File: src/design/owsfp_pkg.sv
package owsfp_pkg;

  localparam int ROBOTS_DEF = 16;

  localparam int IDX_W     = 4;
  localparam int POS_W     = 20;
  localparam int HEAD_W    = 16;
  localparam int SPD_W     = 16;
  localparam int ANG_W     = 16;
  localparam int RAD_W     = 8;
  localparam int BIAS_W    = 11;
  localparam int QSTEP_W   = 10;
  localparam int DPOS_W    = POS_W + 1;
  localparam int SIN_W     = 18;
  localparam int PROD_W    = DPOS_W + SIN_W;
  localparam int ROT1_W    = 25;
  localparam int ROT_W     = 42;
  localparam int VAL_W     = 50;
  localparam int FRAC_BITS = 24;
  localparam int LIN_SH_HI = 11;
  localparam int LIN_SH_LO = 7;

  localparam int DIV_W      = 16;
  localparam int DIV_STEP   = 4;
  localparam int DIV_STAGES = DIV_W / DIV_STEP;

  localparam logic [16:0]        SIN_A    = 17'd102944;
  localparam logic [15:0]        SIN_B    = 16'd42047;
  localparam logic [12:0]        SIN_C    = 13'd4640;
  localparam logic signed [17:0] ROT_GAIN = 18'sd96510;
  localparam logic [ANG_W-1:0]   QUARTER  = 16'd16384;

  localparam logic [ANG_W-1:0]          ANGLE_FL_RST = 16'd10923;
  localparam logic [ANG_W-1:0]          ANGLE_BL_RST = 16'd24576;
  localparam logic [ANG_W-1:0]          ANGLE_BR_RST = 16'd40960;
  localparam logic [ANG_W-1:0]          ANGLE_FR_RST = 16'd54613;
  localparam logic [RAD_W-1:0]          RADIUS_RST   = 8'd90;
  localparam logic signed [BIAS_W-1:0]  BIAS_RST     = 11'sd0;
  localparam logic [QSTEP_W-1:0]        QSTEP_RST    = 10'd0;

  typedef enum logic [2:0] {
    REG_ENABLE,
    REG_ANGLE_FL,
    REG_ANGLE_BL,
    REG_ANGLE_BR,
    REG_ANGLE_FR,
    REG_RADIUS,
    REG_BIAS,
    REG_QSTEP
  } reg_idx_e;

  typedef struct packed {
    logic signed [POS_W-1:0] x;
    logic signed [POS_W-1:0] y;
    logic [HEAD_W-1:0]       h;
  } pose_t;

  typedef struct packed {
    logic                     v;
    logic                     emit;
    logic [IDX_W-1:0]         idx;
    logic signed [DPOS_W-1:0] dx;
    logic signed [DPOS_W-1:0] dy;
    logic signed [HEAD_W-1:0] dth;
  } meta_t;

  typedef struct packed {
    logic [IDX_W-1:0]          idx;
    logic [3:0][SPD_W-1:0]     spd;
  } res_t;

endpackage

File: src/design/owsfp_outq.sv
module owsfp_outq (
  input  logic              clk_i,
  input  logic              rst_ni,
  input  logic              push_i,
  input  owsfp_pkg::res_t   data_i,
  input  logic              pop_i,
  output logic              full_o,
  output logic              valid_o,
  output owsfp_pkg::res_t   data_o
);
  import owsfp_pkg::*;

  res_t       ent_q [2];
  logic       wptr_q, rptr_q;
  logic [1:0] cnt_q, cnt_d;

  assign cnt_d   = cnt_q + 2'(push_i) - 2'(pop_i);
  assign full_o  = (cnt_q == 2'd2);
  assign valid_o = (cnt_q != 2'd0);
  assign data_o  = ent_q[rptr_q];

  always_ff @(posedge clk_i or negedge rst_ni) begin
    if (!rst_ni) begin
      wptr_q <= 1'b0;
      rptr_q <= 1'b0;
      cnt_q  <= 2'd0;
    end else begin
      if (push_i) wptr_q <= ~wptr_q;
      if (pop_i)  rptr_q <= ~rptr_q;
      cnt_q <= cnt_d;
    end
  end

  always_ff @(posedge clk_i) begin
    if (push_i) begin
      ent_q[wptr_q] <= data_i;
    end
  end

endmodule

File: config.mk
export PLATFORM = sky130hd
export DESIGN_NAME = owsfp_outq
export DESIGN_NICKNAME = d
export VERILOG_FILES = /design/src/design/owsfp_pkg.sv /design/src/design/owsfp_outq.sv
export SDC_FILE = /design/constraint.sdc
export NUM_CORES = 1
export LEC_CHECK = 0
export ABC_AREA = 1
export BUFFER_PORTS_ARGS = -buffer_cell sky130_fd_sc_hd__buf_4
export CAP_MARGIN = 20
export CORE_MARGIN = 5
export CORE_UTILIZATION = 31
export DETAILED_ROUTE_END_ITERATION = 12
export PLACE_DENSITY = 0.49
export SKIP_CTS_REPAIR_TIMING = 1
export SLEW_MARGIN = 20
export SYNTH_ARGS = -nofsm -noshare
export SYNTH_HDL_FRONTEND = slang
export SYNTH_SLANG_ARGS = --single-unit
File: constraint.sdc
create_clock -name clk_i -period 10.45 [get_ports clk_i]
set_clock_uncertainty 0.05 [all_clocks]
set_input_delay 0 -clock clk_i [delete_from_list [all_inputs] [get_ports clk_i]]
set_output_delay 0 -clock clk_i [all_outputs]
set_load 0.02 [all_outputs]
==> flow_results.xml, run 1 <==
<?xml version="1.0" encoding="UTF-8"?>
<metrics>
  <group name="yosys">
    <metric name="synth_area_per_cell" unit="um^2">13.9</metric>
    <metric name="synth-async-reset-ratio" unit="%">2.86</metric>
    <metric name="yosys-top-cells-count" unit="">sky130_fd_sc_hd__edfxtp_1 (136), sky130_fd_sc_hd__inv_1 (75), sky130_fd_sc_hd__nand2_1 (75), sky130_fd_sc_hd__o21ai_1 (52), sky130_fd_sc_hd__o21ai_2 (10)</metric>
    <metric name="synth.net_count" unit="">454</metric>
    <metric name="synth_warnings" unit="">0</metric>
    <metric name="synthDominantAreaCellType" unit="">sky130_fd_sc_hd__edfxtp_1</metric>
    <metric name="synth_seq_area_share" unit="%">79.0</metric>
    <metric name="synth.distinct_cells" unit="">14</metric>
    <metric name="ys_seq_elements" unit="">140</metric>
    <metric name="number_of_flops_mapped_to_enable_cells_by_yosys" unit="">136</metric>
    <metric name="dominantRegCellSynth" unit="">sky130_fd_sc_hd__edfxtp_1</metric>
    <metric name="synth_most_common_cell" unit="">sky130_fd_sc_hd__edfxtp_1</metric>
    <metric name="cell_types_occupying_the_most_area_after_synthesis" unit="">sky130_fd_sc_hd__edfxtp_1 (77%), sky130_fd_sc_hd__inv_1 (5.3%), sky130_fd_sc_hd__nand2_1 (5.3%)</metric>
    <metric name="netlist_instances" unit="">380</metric>
    <metric name="yosysTopAreaCellShare" unit="%">77.1</metric>
    <metric name="syn-cell-area" unit="mm^2">0.00530</metric>
  </group>
  <group name="cells_and_area">
    <metric name="layout.nets" unit="">675</metric>
    <metric name="postLayoutCellArea" unit="mm^2">0.00791</metric>
    <metric name="diodes" unit="">0</metric>
    <metric name="fillerInstances" unit="">1516</metric>
    <metric name="final_layout_size_suffix_gt1_share" unit="%">30.6</metric>
    <metric name="sequential_cell_area" unit="mm^2">0.00419</metric>
    <metric name="multi_input_area" unit="um^2">722</metric>
    <metric name="area_growth_from_synthesis_to_layout" unit="%">49.2</metric>
  </group>
  <group name="power">
    <metric name="vdd_drop_max" unit="uV">137</metric>
    <metric name="power.static_leakage" unit="nW">3.32</metric>
    <metric name="power.density_cell_area" unit="mW/mm^2">272</metric>
  </group>
  <group name="placed_design">
    <metric name="placedInstanceArea" unit="mm^2">0.00656</metric>
    <metric name="place.gp.congestion" unit="">0.733</metric>
    <metric name="io_buffer_count" unit="">141</metric>
    <metric name="place_ws" unit="ps">8340</metric>
    <metric name="post-dp-hpwl" unit="um">7160</metric>
  </group>
  <group name="clocking">
    <metric name="cts_buffers" unit="">17</metric>
    <metric name="clk_root_buffer_cell" unit="">sky130_fd_sc_hd__clkbuf_16</metric>
    <metric name="tritoncts_clock_tree" unit="">yes</metric>
    <metric name="worst_skew_pair.late_latency" unit="ps">410</metric>
    <metric name="cts-htree-levels" unit="">4</metric>
    <metric name="clk_path_buf_depth" unit="">2</metric>
    <metric name="clk_transition_reported_paths" unit="ps">60</metric>
    <metric name="clkSinkCount" unit="">140</metric>
  </group>
  <group name="die">
    <metric name="die_area" unit="mm^2">0.0198</metric>
    <metric name="die_width" unit="um">141</metric>
    <metric name="floorplan.die.height" unit="um">141</metric>
    <metric name="initial_core_util" unit="%">31.7</metric>
    <metric name="design.portCount" unit="">142</metric>
    <metric name="std_cell_rows" unit="">47</metric>
    <metric name="fp.coreArea" unit="mm^2">0.0167</metric>
  </group>
  <group name="timing">
    <metric name="setup_viol" unit="">0</metric>
    <metric name="finalSetupTns" unit="ps">0</metric>
    <metric name="final_number_of_hold_violating_endpoints" unit="">0</metric>
    <metric name="worst_pin_slew" unit="ps">956</metric>
    <metric name="slew_violations" unit="">0</metric>
    <metric name="timing.final.crit_share" unit="%">24.0</metric>
    <metric name="worst_slack" unit="ps">7940</metric>
    <metric name="grt_setup_unrepaired" unit="">no</metric>
    <metric name="max-slew-margin-rel" unit="%">36.3</metric>
    <metric name="clock.fmax" unit="MHz">398</metric>
    <metric name="final_period_minus_worst_setup_slack" unit="ps">2510</metric>
  </group>
  <group name="global_routing">
    <metric name="global_route.overflow_total" unit="">0</metric>
    <metric name="grt_antenna_before_repair" unit="">1</metric>
    <metric name="number_of_global_route_vias_before_repair" unit="">3175</metric>
    <metric name="grt_max_degree" unit="">97</metric>
    <metric name="grt_util_all_layers" unit="%">11.0</metric>
    <metric name="global_route_wire_length_before_repair" unit="um">16400</metric>
  </group>
  <group name="route">
    <metric name="route.antenna.remaining_nets" unit="">0</metric>
    <metric name="drt_iter0_markers" unit="">115</metric>
    <metric name="routed-via-count" unit="">3389</metric>
    <metric name="via_per_inst" unit="">4.06</metric>
    <metric name="drt_pre_antenna_iters" unit="">4</metric>
    <metric name="route.detailed.drc" unit="">0</metric>
    <metric name="detail_route.wl_per_cell" unit="um">13.3</metric>
    <metric name="drt_total_wl" unit="um">11100</metric>
  </group>
  <group name="job">
    <metric name="max_cap_viol_count" unit="">0</metric>
  </group>
  <group name="setup_path">
    <metric name="worst_ep_arrival_time" unit="ps">2460</metric>
    <metric name="timing.reg2reg.worst_path_depth" unit="">3</metric>
    <metric name="worst_ep_required_time" unit="ps">10400</metric>
    <metric name="end_kind" unit="">output pin</metric>
    <metric name="worst_setup_path_start_kind" unit="">flip-flop</metric>
    <metric name="highest_fanout_seen_on_the_critical_path" unit="">96</metric>
    <metric name="timing.setup.critical_path_class" unit="">flip-flop to output pin</metric>
  </group>
  <group name="min_path">
    <metric name="hold_path_depth" unit="">2</metric>
    <metric name="timing.hold.worst.class" unit="">input pin to flip-flop</metric>
  </group>
  <group name="run_status">
    <metric name="outcome" unit="">finished, final reports clean</metric>
  </group>
</metrics>
==> state kept, by name, indices dropped and copies added, names as in the netlist <==
signal,flops
cnt_q,2
ent_q,136
rptr_q,1
wptr_q,1
==> final timing paths <==
check | startpoint | to | slack, ps
worst min register to register | wptr_q | wptr_q | 500
worst max-delay path | rptr_q | data_o[0] | 7940
min in group asynchronous | rst_ni | cnt_q[1] | 490
max in group asynchronous | rst_ni | rptr_q | 9620
worst min-delay path | data_i[56] | ent_q[1][56] | 260
worst max register to register | wptr_q | ent_q[1][55] | 8410
==> per-stage QoR <==
stage	total power [mW]	std cells	util, %	hold slack (ps)
finish	2.15	834	47.3	261
global route	2.27	834	47.3	240
CTS	2.17	762	43.0	-694
detailed placement	1.53	730	39.2	-242
global placement	1.52	730	39.2	-245
floorplan	1.24	380	-	-346
==> cells in the final DEF, fill, tap and decap left out, types with 3 or more instances in the layout <==
cell	Yosys	routed
sky130_fd_sc_hd__inv_1	75	74
sky130_fd_sc_hd__clkinvlp_4	0	4
sky130_fd_sc_hd__o21ai_0	6	6
sky130_fd_sc_hd__o21ai_2	10	10
sky130_fd_sc_hd__edfxtp_1	136	136
sky130_fd_sc_hd__dlygate4sd3_1	0	72
sky130_fd_sc_hd__dfrtp_1	4	3
sky130_fd_sc_hd__o21ai_1	52	52
sky130_fd_sc_hd__buf_4	7	145
sky130_fd_sc_hd__clkbuf_16	0	17
sky130_fd_sc_hd__nand2_1	75	75
sky130_fd_sc_hd__bufinv_16	0	4
==> power by group <==
group          total [mW]  internal (mW)  switching, mW
logic               0.728          0.279          0.449
registers           0.795          0.747         0.0479
clock network       0.626          0.411          0.215
total                2.15           1.44          0.712
==> layout make-up <==
type	count	share of cell area, %
Clock buffer	21	5.82
Clock inverter	11	2.14
Inverter	75	3.56
Multi-Input combinational cell	150	9.13
Sequential cell	140	53.0
Tap cell	220	3.48
Timing Repair Buffer	217	22.9
==> worst max-delay path, cell delays in order (launching register included) <==
cell and delay (ps):
sky130_fd_sc_hd__dfrtp_4 690, sky130_fd_sc_hd__buf_4 790, sky130_fd_sc_hd__o21ai_0 250, sky130_fd_sc_hd__buf_4 210
==> logic make-up after synthesis <==
logic type                 count (synthesis)  synth area share, %
DFF                                      140                 79.0
xor gates and xnor gates                   2                0.331
adders and majority gates                  2                0.472
AOI/OAI and AO/OA                         68                 7.13
and+or+nand+nor                           78                 5.55
buffers and inverters                     90                 7.53
==> routing by layer <==
| layer | track usage [%] | share of wire, % | vias to the layer above |
|---|---|---|---|
| li1 | - | - | 1720 |
| met1 | 12.7 | 42 | 1553 |
| met2 | 17.5 | 48 | 95 |
| met3 | 5.35 | 8.1 | 19 |
| met4 | 4.90 | 1.6 | 2 |
| met5 | 0 | 0.063 | - |
(Power assumes the default switching activity.)
==> run 2, diff against run 1 <==
- PLACE_DENSITY: 0.49 -> 0.51
- clock period: 10.45 -> 2.1 ns (I/O delays scaled with it)
==> run 2 against run 1 <==
Via count fell by 0.38%. Highest routed layer is now met4. Combinational power rose to 5.2 times the previous value. Setup slack got worse by 7400 ps. Largest cell class unchanged. Critical endpoint is now data_o[61].
==> flow_results.xml, run 2 (synthesis gave the netlist of run 1 again) <==
<?xml version="1.0" encoding="UTF-8"?>
<metrics>
  <group name="run_status">
    <metric name="outcome" unit="">finished, final reports clean</metric>
  </group>
  <group name="timing">
    <metric name="slew_violations" unit="">0</metric>
    <metric name="max-slew-margin-rel" unit="%">62.6</metric>
    <metric name="timing.final.crit_share" unit="%">76.4</metric>
    <metric name="worst_pin_slew" unit="ps">561</metric>
    <metric name="clock.fmax" unit="MHz">623</metric>
    <metric name="final_period_minus_worst_setup_slack" unit="ps">1600</metric>
    <metric name="grt_setup_unrepaired" unit="">no</metric>
    <metric name="finalSetupTns" unit="ps">0</metric>
    <metric name="final_number_of_hold_violating_endpoints" unit="">0</metric>
    <metric name="setup_viol" unit="">0</metric>
  </group>
  <group name="placed_design">
    <metric name="io_buffer_count" unit="">141</metric>
    <metric name="place.gp.congestion" unit="">0.723</metric>
    <metric name="post-dp-hpwl" unit="um">7070</metric>
  </group>
  <group name="job">
    <metric name="max_cap_viol_count" unit="">0</metric>
  </group>
  <group name="global_routing">
    <metric name="global_route.overflow_total" unit="">0</metric>
    <metric name="global_route_wire_length_before_repair" unit="um">16300</metric>
    <metric name="grt_antenna_before_repair" unit="">0</metric>
    <metric name="grt_max_degree" unit="">72</metric>
    <metric name="number_of_global_route_vias_before_repair" unit="">3121</metric>
    <metric name="grt_util_all_layers" unit="%">10.8</metric>
  </group>
  <group name="setup_path">
    <metric name="worst_ep_arrival_time" unit="ps">1550</metric>
    <metric name="worst_setup_path_start_kind" unit="">flip-flop</metric>
    <metric name="crit_path_top_delay_cell" unit="">sky130_fd_sc_hd__dfrtp_4</metric>
    <metric name="timing.setup.critical_path_class" unit="">flip-flop to output pin</metric>
    <metric name="timing.reg2reg.worst_path_depth" unit="">3</metric>
    <metric name="crit_path_max_incr_delay" unit="ps">500</metric>
    <metric name="critical_path_cell_by_cell" unit="">buf_12 &gt; o21ai_1 &gt; buf_4</metric>
    <metric name="cp_num_cells" unit="">3</metric>
    <metric name="end_kind" unit="">output pin</metric>
    <metric name="highest_fanout_seen_on_the_critical_path" unit="">71</metric>
    <metric name="path_buf_inv" unit="">2</metric>
    <metric name="worst_ep_required_time" unit="ps">2050</metric>
    <metric name="cpLargestDelayFamily" unit="">flip-flops</metric>
  </group>
  <group name="route">
    <metric name="route.antenna.remaining_nets" unit="">0</metric>
    <metric name="drt_iter0_markers" unit="">164</metric>
    <metric name="detail_route.wl_per_cell" unit="um">12.9</metric>
    <metric name="route.detailed.drc" unit="">0</metric>
    <metric name="drt_total_wl" unit="um">10800</metric>
    <metric name="routed-via-count" unit="">3376</metric>
    <metric name="drt_pre_antenna_iters" unit="">4</metric>
    <metric name="via_per_inst" unit="">4.04</metric>
  </group>
  <group name="clocking">
    <metric name="clk_root_buffer_cell" unit="">sky130_fd_sc_hd__clkbuf_16</metric>
    <metric name="clk_path_buf_depth" unit="">2</metric>
    <metric name="clk_transition_reported_paths" unit="ps">60</metric>
    <metric name="tritoncts_clock_tree" unit="">yes</metric>
    <metric name="clkSinkCount" unit="">140</metric>
    <metric name="cts_buffers" unit="">17</metric>
    <metric name="worst_skew_pair.late_latency" unit="ps">410</metric>
    <metric name="cts-htree-levels" unit="">4</metric>
  </group>
  <group name="die">
    <metric name="fp.coreArea" unit="mm^2">0.0167</metric>
    <metric name="die_area" unit="mm^2">0.0198</metric>
    <metric name="design.portCount" unit="">142</metric>
    <metric name="initial_core_util" unit="%">31.7</metric>
    <metric name="die_width" unit="um">141</metric>
    <metric name="floorplan.die.height" unit="um">141</metric>
    <metric name="std_cell_rows" unit="">47</metric>
  </group>
  <group name="min_path">
    <metric name="timing.hold.worst.class" unit="">input pin to flip-flop</metric>
    <metric name="hold_path_depth" unit="">2</metric>
  </group>
  <group name="cells_and_area">
    <metric name="diodes" unit="">0</metric>
    <metric name="layout.nets" unit="">677</metric>
    <metric name="core_occupancy_in_the_finished_layout" unit="%">47.3</metric>
    <metric name="largest_register_ff_count" unit="">136</metric>
    <metric name="area_growth_from_synthesis_to_layout" unit="%">49.1</metric>
    <metric name="fillerInstances" unit="">1464</metric>
    <metric name="final_layout_size_suffix_gt1_share" unit="%">31.0</metric>
    <metric name="layout.cells.most_common_list" unit="">sky130_fd_sc_hd__buf_4 (145), sky130_fd_sc_hd__edfxtp_1 (136), sky130_fd_sc_hd__nand2_1 (75)</metric>
    <metric name="most_common_cell_after_layout_fill_and_taps_aside" unit="">sky130_fd_sc_hd__buf_4</metric>
    <metric name="largest-register" unit="">ent_q</metric>
    <metric name="layout_top_registers" unit="">ent_q: 136 flops, cnt_q: 2 flops</metric>
  </group>
  <group name="power">
    <metric name="power.density_cell_area" unit="mW/mm^2">1330</metric>
    <metric name="power.static_leakage" unit="nW">3.32</metric>
    <metric name="vdd_drop_max" unit="uV">695</metric>
  </group>
</metrics>
[run 2: routing by layer]
metal,wire (um),vias to the layer above,part of all wire [%],track usage [%]
met4,197,0,1.8,5.05
met1,4540,1552,42,12.1
met3,738,16,6.8,4.84
li1,-,1722,-,-
met2,5340,86,49,17.7
met5,0,-,0,0
[run 2: power breakdown]
group	leakage (nW)	total, mW	switching [mW]	internal (mW)
clock network	0.281	2.86	1.07	1.80
logic	1.72	3.80	2.34	1.46
registers	1.32	3.85	0.136	3.72
total	3.32	10.5	3.55	6.97
[run 2: layout make-up]
class | instances | area, um^2 | area share [%]
clock buffers | 20 | 457 | 5.78
clock inverters | 12 | 121 | 1.54
inverters | 75 | 285 | 3.61
multi-input cells | 150 | 722 | 9.14
flip-flops and latches | 140 | 4190 | 53.0
well taps | 220 | 275 | 3.49
repair buffers | 219 | 1850 | 23.4
[run 2: final timing paths]
path / startpoint / end / slack, ps
worst max-delay path: rptr_q / data_o[61] / 500
worst min-delay path: data_i[2] / ent_q[0][2] / 260
worst max register to register: wptr_q / ent_q[1][18] / 640
worst min register to register: wptr_q / wptr_q / 490
max in group asynchronous: rst_ni / rptr_q / 1290
min in group asynchronous: rst_ni / cnt_q[0] / 470
[run 2: worst reg2reg max path: stages (launching register included)]
cell and delay [ps]:
sky130_fd_sc_hd__dfrtp_1 420, sky130_fd_sc_hd__nand2_1 110, sky130_fd_sc_hd__clkinvlp_4 80, sky130_fd_sc_hd__buf_4 410
[run 2: metrics by stage]
| stage | power [mW] | area (um^2) | hold WS (ps) | cells | setup WS (ps) |
|---|---|---|---|---|---|
| 2_1_floorplan | 6.16 | 5310 | -346 | 380 | 160 |
| 3_3_place_gp | 7.67 | 6600 | -241 | 732 | 628 |
| 3_5_place_dp | 7.69 | 6600 | -240 | 732 | 615 |
| 4_1_cts | 10.6 | 7180 | -692 | 764 | 440 |
| 5_1_grt | 11.1 | 7900 | 245 | 836 | 382 |
| 6_report | 10.5 | 7900 | 263 | 836 | 496 |
==> run 3, diff against run 2 <==
- PLACE_DENSITY: 0.51 -> 0.49
- clock period: 2.1 -> 1.6 ns (I/O delays scaled with it)
==> run 3 against run 2 <==
The run now ends with negative setup slack left. Clock power increased by 47%. Sequential share of layout area decreased by 5.3 points. Flip-flop and latch count unchanged. Critical path depth increased by 1. Register-to-register slack got worse by 440 ps. Final area increased by 11%. Highest routed layer unchanged.
==> flow_results.xml, run 3 (synthesis gave the netlist of run 1 again) <==
<?xml version="1.0" encoding="UTF-8"?>
<metrics>
  <group name="clocking">
    <metric name="cts-htree-levels" unit="">4</metric>
    <metric name="clk_root_buffer_cell" unit="">sky130_fd_sc_hd__clkbuf_16</metric>
    <metric name="cts_buffers" unit="">17</metric>
    <metric name="worst_skew_pair.late_latency" unit="ps">410</metric>
    <metric name="clk_path_buf_depth" unit="">2</metric>
    <metric name="clk_transition_reported_paths" unit="ps">60</metric>
    <metric name="tritoncts_clock_tree" unit="">yes</metric>
    <metric name="clkSinkCount" unit="">140</metric>
  </group>
  <group name="timing">
    <metric name="timing.final.crit_share" unit="%">101</metric>
    <metric name="worst_pin_slew" unit="ps">287</metric>
    <metric name="clock.fmax" unit="MHz">617</metric>
    <metric name="holdWs" unit="ps">259</metric>
    <metric name="max-slew-margin-rel" unit="%">80.8</metric>
    <metric name="slew_violations" unit="">0</metric>
    <metric name="final_period_minus_worst_setup_slack" unit="ps">1620</metric>
    <metric name="grt_setup_unrepaired" unit="">yes</metric>
    <metric name="setup_viol" unit="">12</metric>
    <metric name="worst_slack" unit="ps">-20.2</metric>
    <metric name="final_number_of_hold_violating_endpoints" unit="">0</metric>
  </group>
  <group name="cells_and_area">
    <metric name="diodes" unit="">0</metric>
    <metric name="layout_top_registers" unit="">ent_q: 136 flops, cnt_q: 2 flops</metric>
    <metric name="postLayoutCellArea" unit="mm^2">0.00878</metric>
    <metric name="core_occupancy_in_the_finished_layout" unit="%">52.6</metric>
    <metric name="final_layout_size_suffix_gt1_share" unit="%">42.7</metric>
    <metric name="fillerInstances" unit="">1410</metric>
    <metric name="layout.nets" unit="">693</metric>
    <metric name="most_common_cell_after_layout_fill_and_taps_aside" unit="">sky130_fd_sc_hd__edfxtp_1</metric>
    <metric name="largest-register" unit="">ent_q</metric>
    <metric name="layout.cells.most_common_list" unit="">sky130_fd_sc_hd__edfxtp_1 (136), sky130_fd_sc_hd__buf_4 (106), sky130_fd_sc_hd__inv_1 (74)</metric>
    <metric name="largest_register_ff_count" unit="">136</metric>
    <metric name="area_growth_from_synthesis_to_layout" unit="%">65.7</metric>
  </group>
  <group name="global_routing">
    <metric name="global_route.overflow_total" unit="">0</metric>
    <metric name="grt_antenna_before_repair" unit="">0</metric>
    <metric name="globalRouteMet3Util" unit="%">5.45</metric>
    <metric name="grt_max_degree" unit="">36</metric>
    <metric name="grt_use_met2" unit="%">17.8</metric>
    <metric name="grt_util_all_layers" unit="%">11.2</metric>
    <metric name="global_route_wire_length_before_repair" unit="um">17000</metric>
    <metric name="gr-max-usage-layer" unit="">met2</metric>
    <metric name="number_of_global_route_vias_before_repair" unit="">3326</metric>
    <metric name="met1_usage" unit="%">13.2</metric>
  </group>
  <group name="placed_design">
    <metric name="post-dp-hpwl" unit="um">7320</metric>
    <metric name="io_buffer_count" unit="">141</metric>
    <metric name="place_ws" unit="ps">195</metric>
    <metric name="placedInstanceArea" unit="mm^2">0.00669</metric>
    <metric name="place.gp.congestion" unit="">0.722</metric>
  </group>
  <group name="power">
    <metric name="netSwitchingPower" unit="mW">5.60</metric>
    <metric name="vdd_drop_max" unit="uV">836</metric>
    <metric name="fraction_of_power_spent_switching_nets" unit="%">34.3</metric>
    <metric name="seq_power_share" unit="%">31.1</metric>
    <metric name="share_comb_of_total_power" unit="%">43.3</metric>
    <metric name="internal_power" unit="mW">10.7</metric>
    <metric name="power.density_cell_area" unit="mW/mm^2">1860</metric>
    <metric name="power.static_leakage" unit="nW">3.61</metric>
    <metric name="power.clock.fraction" unit="%">25.6</metric>
  </group>
  <group name="die">
    <metric name="fp.coreArea" unit="mm^2">0.0167</metric>
    <metric name="floorplan.die.height" unit="um">141</metric>
    <metric name="design.portCount" unit="">142</metric>
    <metric name="die_area" unit="mm^2">0.0198</metric>
    <metric name="std_cell_rows" unit="">47</metric>
    <metric name="die_width" unit="um">141</metric>
    <metric name="initial_core_util" unit="%">31.7</metric>
  </group>
  <group name="run_status">
    <metric name="violations" unit="">negative setup slack</metric>
    <metric name="outcome" unit="">complete, but fails checks</metric>
  </group>
  <group name="setup_path">
    <metric name="worst_setup_path_start_kind" unit="">flip-flop</metric>
    <metric name="highest_fanout_seen_on_the_critical_path" unit="">17</metric>
    <metric name="r2r_slack" unit="ps">200</metric>
    <metric name="timing.setup.critical_path_class" unit="">flip-flop to output pin</metric>
    <metric name="worst_ep_required_time" unit="ps">1550</metric>
    <metric name="worst_ep_arrival_time" unit="ps">1570</metric>
    <metric name="end_kind" unit="">output pin</metric>
  </group>
  <group name="route">
    <metric name="route.detailed.drc" unit="">0</metric>
    <metric name="route.antenna.remaining_nets" unit="">0</metric>
    <metric name="drt_pre_antenna_iters" unit="">4</metric>
    <metric name="drt_total_wl" unit="um">12500</metric>
    <metric name="detail_route.wl_per_cell" unit="um">14.7</metric>
    <metric name="drt_iter0_markers" unit="">192</metric>
    <metric name="routed-via-count" unit="">3627</metric>
    <metric name="via_per_inst" unit="">4.26</metric>
  </group>
  <group name="min_path">
    <metric name="timing.hold.worst.class" unit="">input pin to flip-flop</metric>
  </group>
  <group name="job">
    <metric name="max_cap_viol_count" unit="">0</metric>
  </group>
</metrics>
[run 3: cell types whose count changed in the layout (fill, tap and decap cells not counted), sizes merged]
cell,change
buf,+13
bufinv,+3
clkinv,+1
clkinvlp,-1
[run 3: cell type report]
type                       instances  area [um^2]  area share (%)
clock buffer                      17          425            4.85
tap                              220          275            3.14
inverter                          75          285            3.25
sequential                       140         4190            47.7
timing repair buffer             235         2270            25.9
clock inverter                    15          203            2.31
multi-input combinational        150         1130            12.9
[run 3: path summary, 6_finish.rpt]
check / to / start / depth (start not counted)
setup / recovery: data_o[8] / rptr_q / 4
hold / removal: ent_q[0][61] / data_i[61] / 2
setup reg to reg: ent_q[1][32] / wptr_q / 3
hold reg to reg: wptr_q / wptr_q / 1
max in group asynchronous: rptr_q / rst_ni / 3
min in group asynchronous: cnt_q[0] / rst_ni / 3
[run 3: stage by stage]
step	std cells	power, mW	setup TNS (ps)
5_1_grt	852	17.2	-3090
3_5_place_dp	736	10.3	0
3_3_place_gp	736	10.3	0
6_report	852	16.3	-84.5
4_1_cts	768	14.6	-6860
2_1_floorplan	380	8.09	-41720
[run 3: worst max-delay path: stages (launching register included)]
cell and delay, ps:
sky130_fd_sc_hd__dfrtp_4 510, sky130_fd_sc_hd__buf_12 170, sky130_fd_sc_hd__buf_12 170, sky130_fd_sc_hd__o21ai_4 170, sky130_fd_sc_hd__buf_6 140
[run 3: power groups by stage]
stage | clock (mW) | combinational (mW) | sequential, mW
3_5_place_dp | 0 | 5.07 | 5.26
4_1_cts | 4.29 | 5.08 | 5.18
5_1_grt | 4.47 | 7.58 | 5.14
6_report | 4.19 | 7.07 | 5.08
3_3_place_gp | 0 | 5.03 | 5.23
2_1_floorplan | 0 | 2.99 | 5.10
[run 3: layer usage]
metal	wire length, um	vias up
li1	-	1766
met1	5270	1751
met2	6330	101
met3	779	9
met4	112	0
met5	0	-
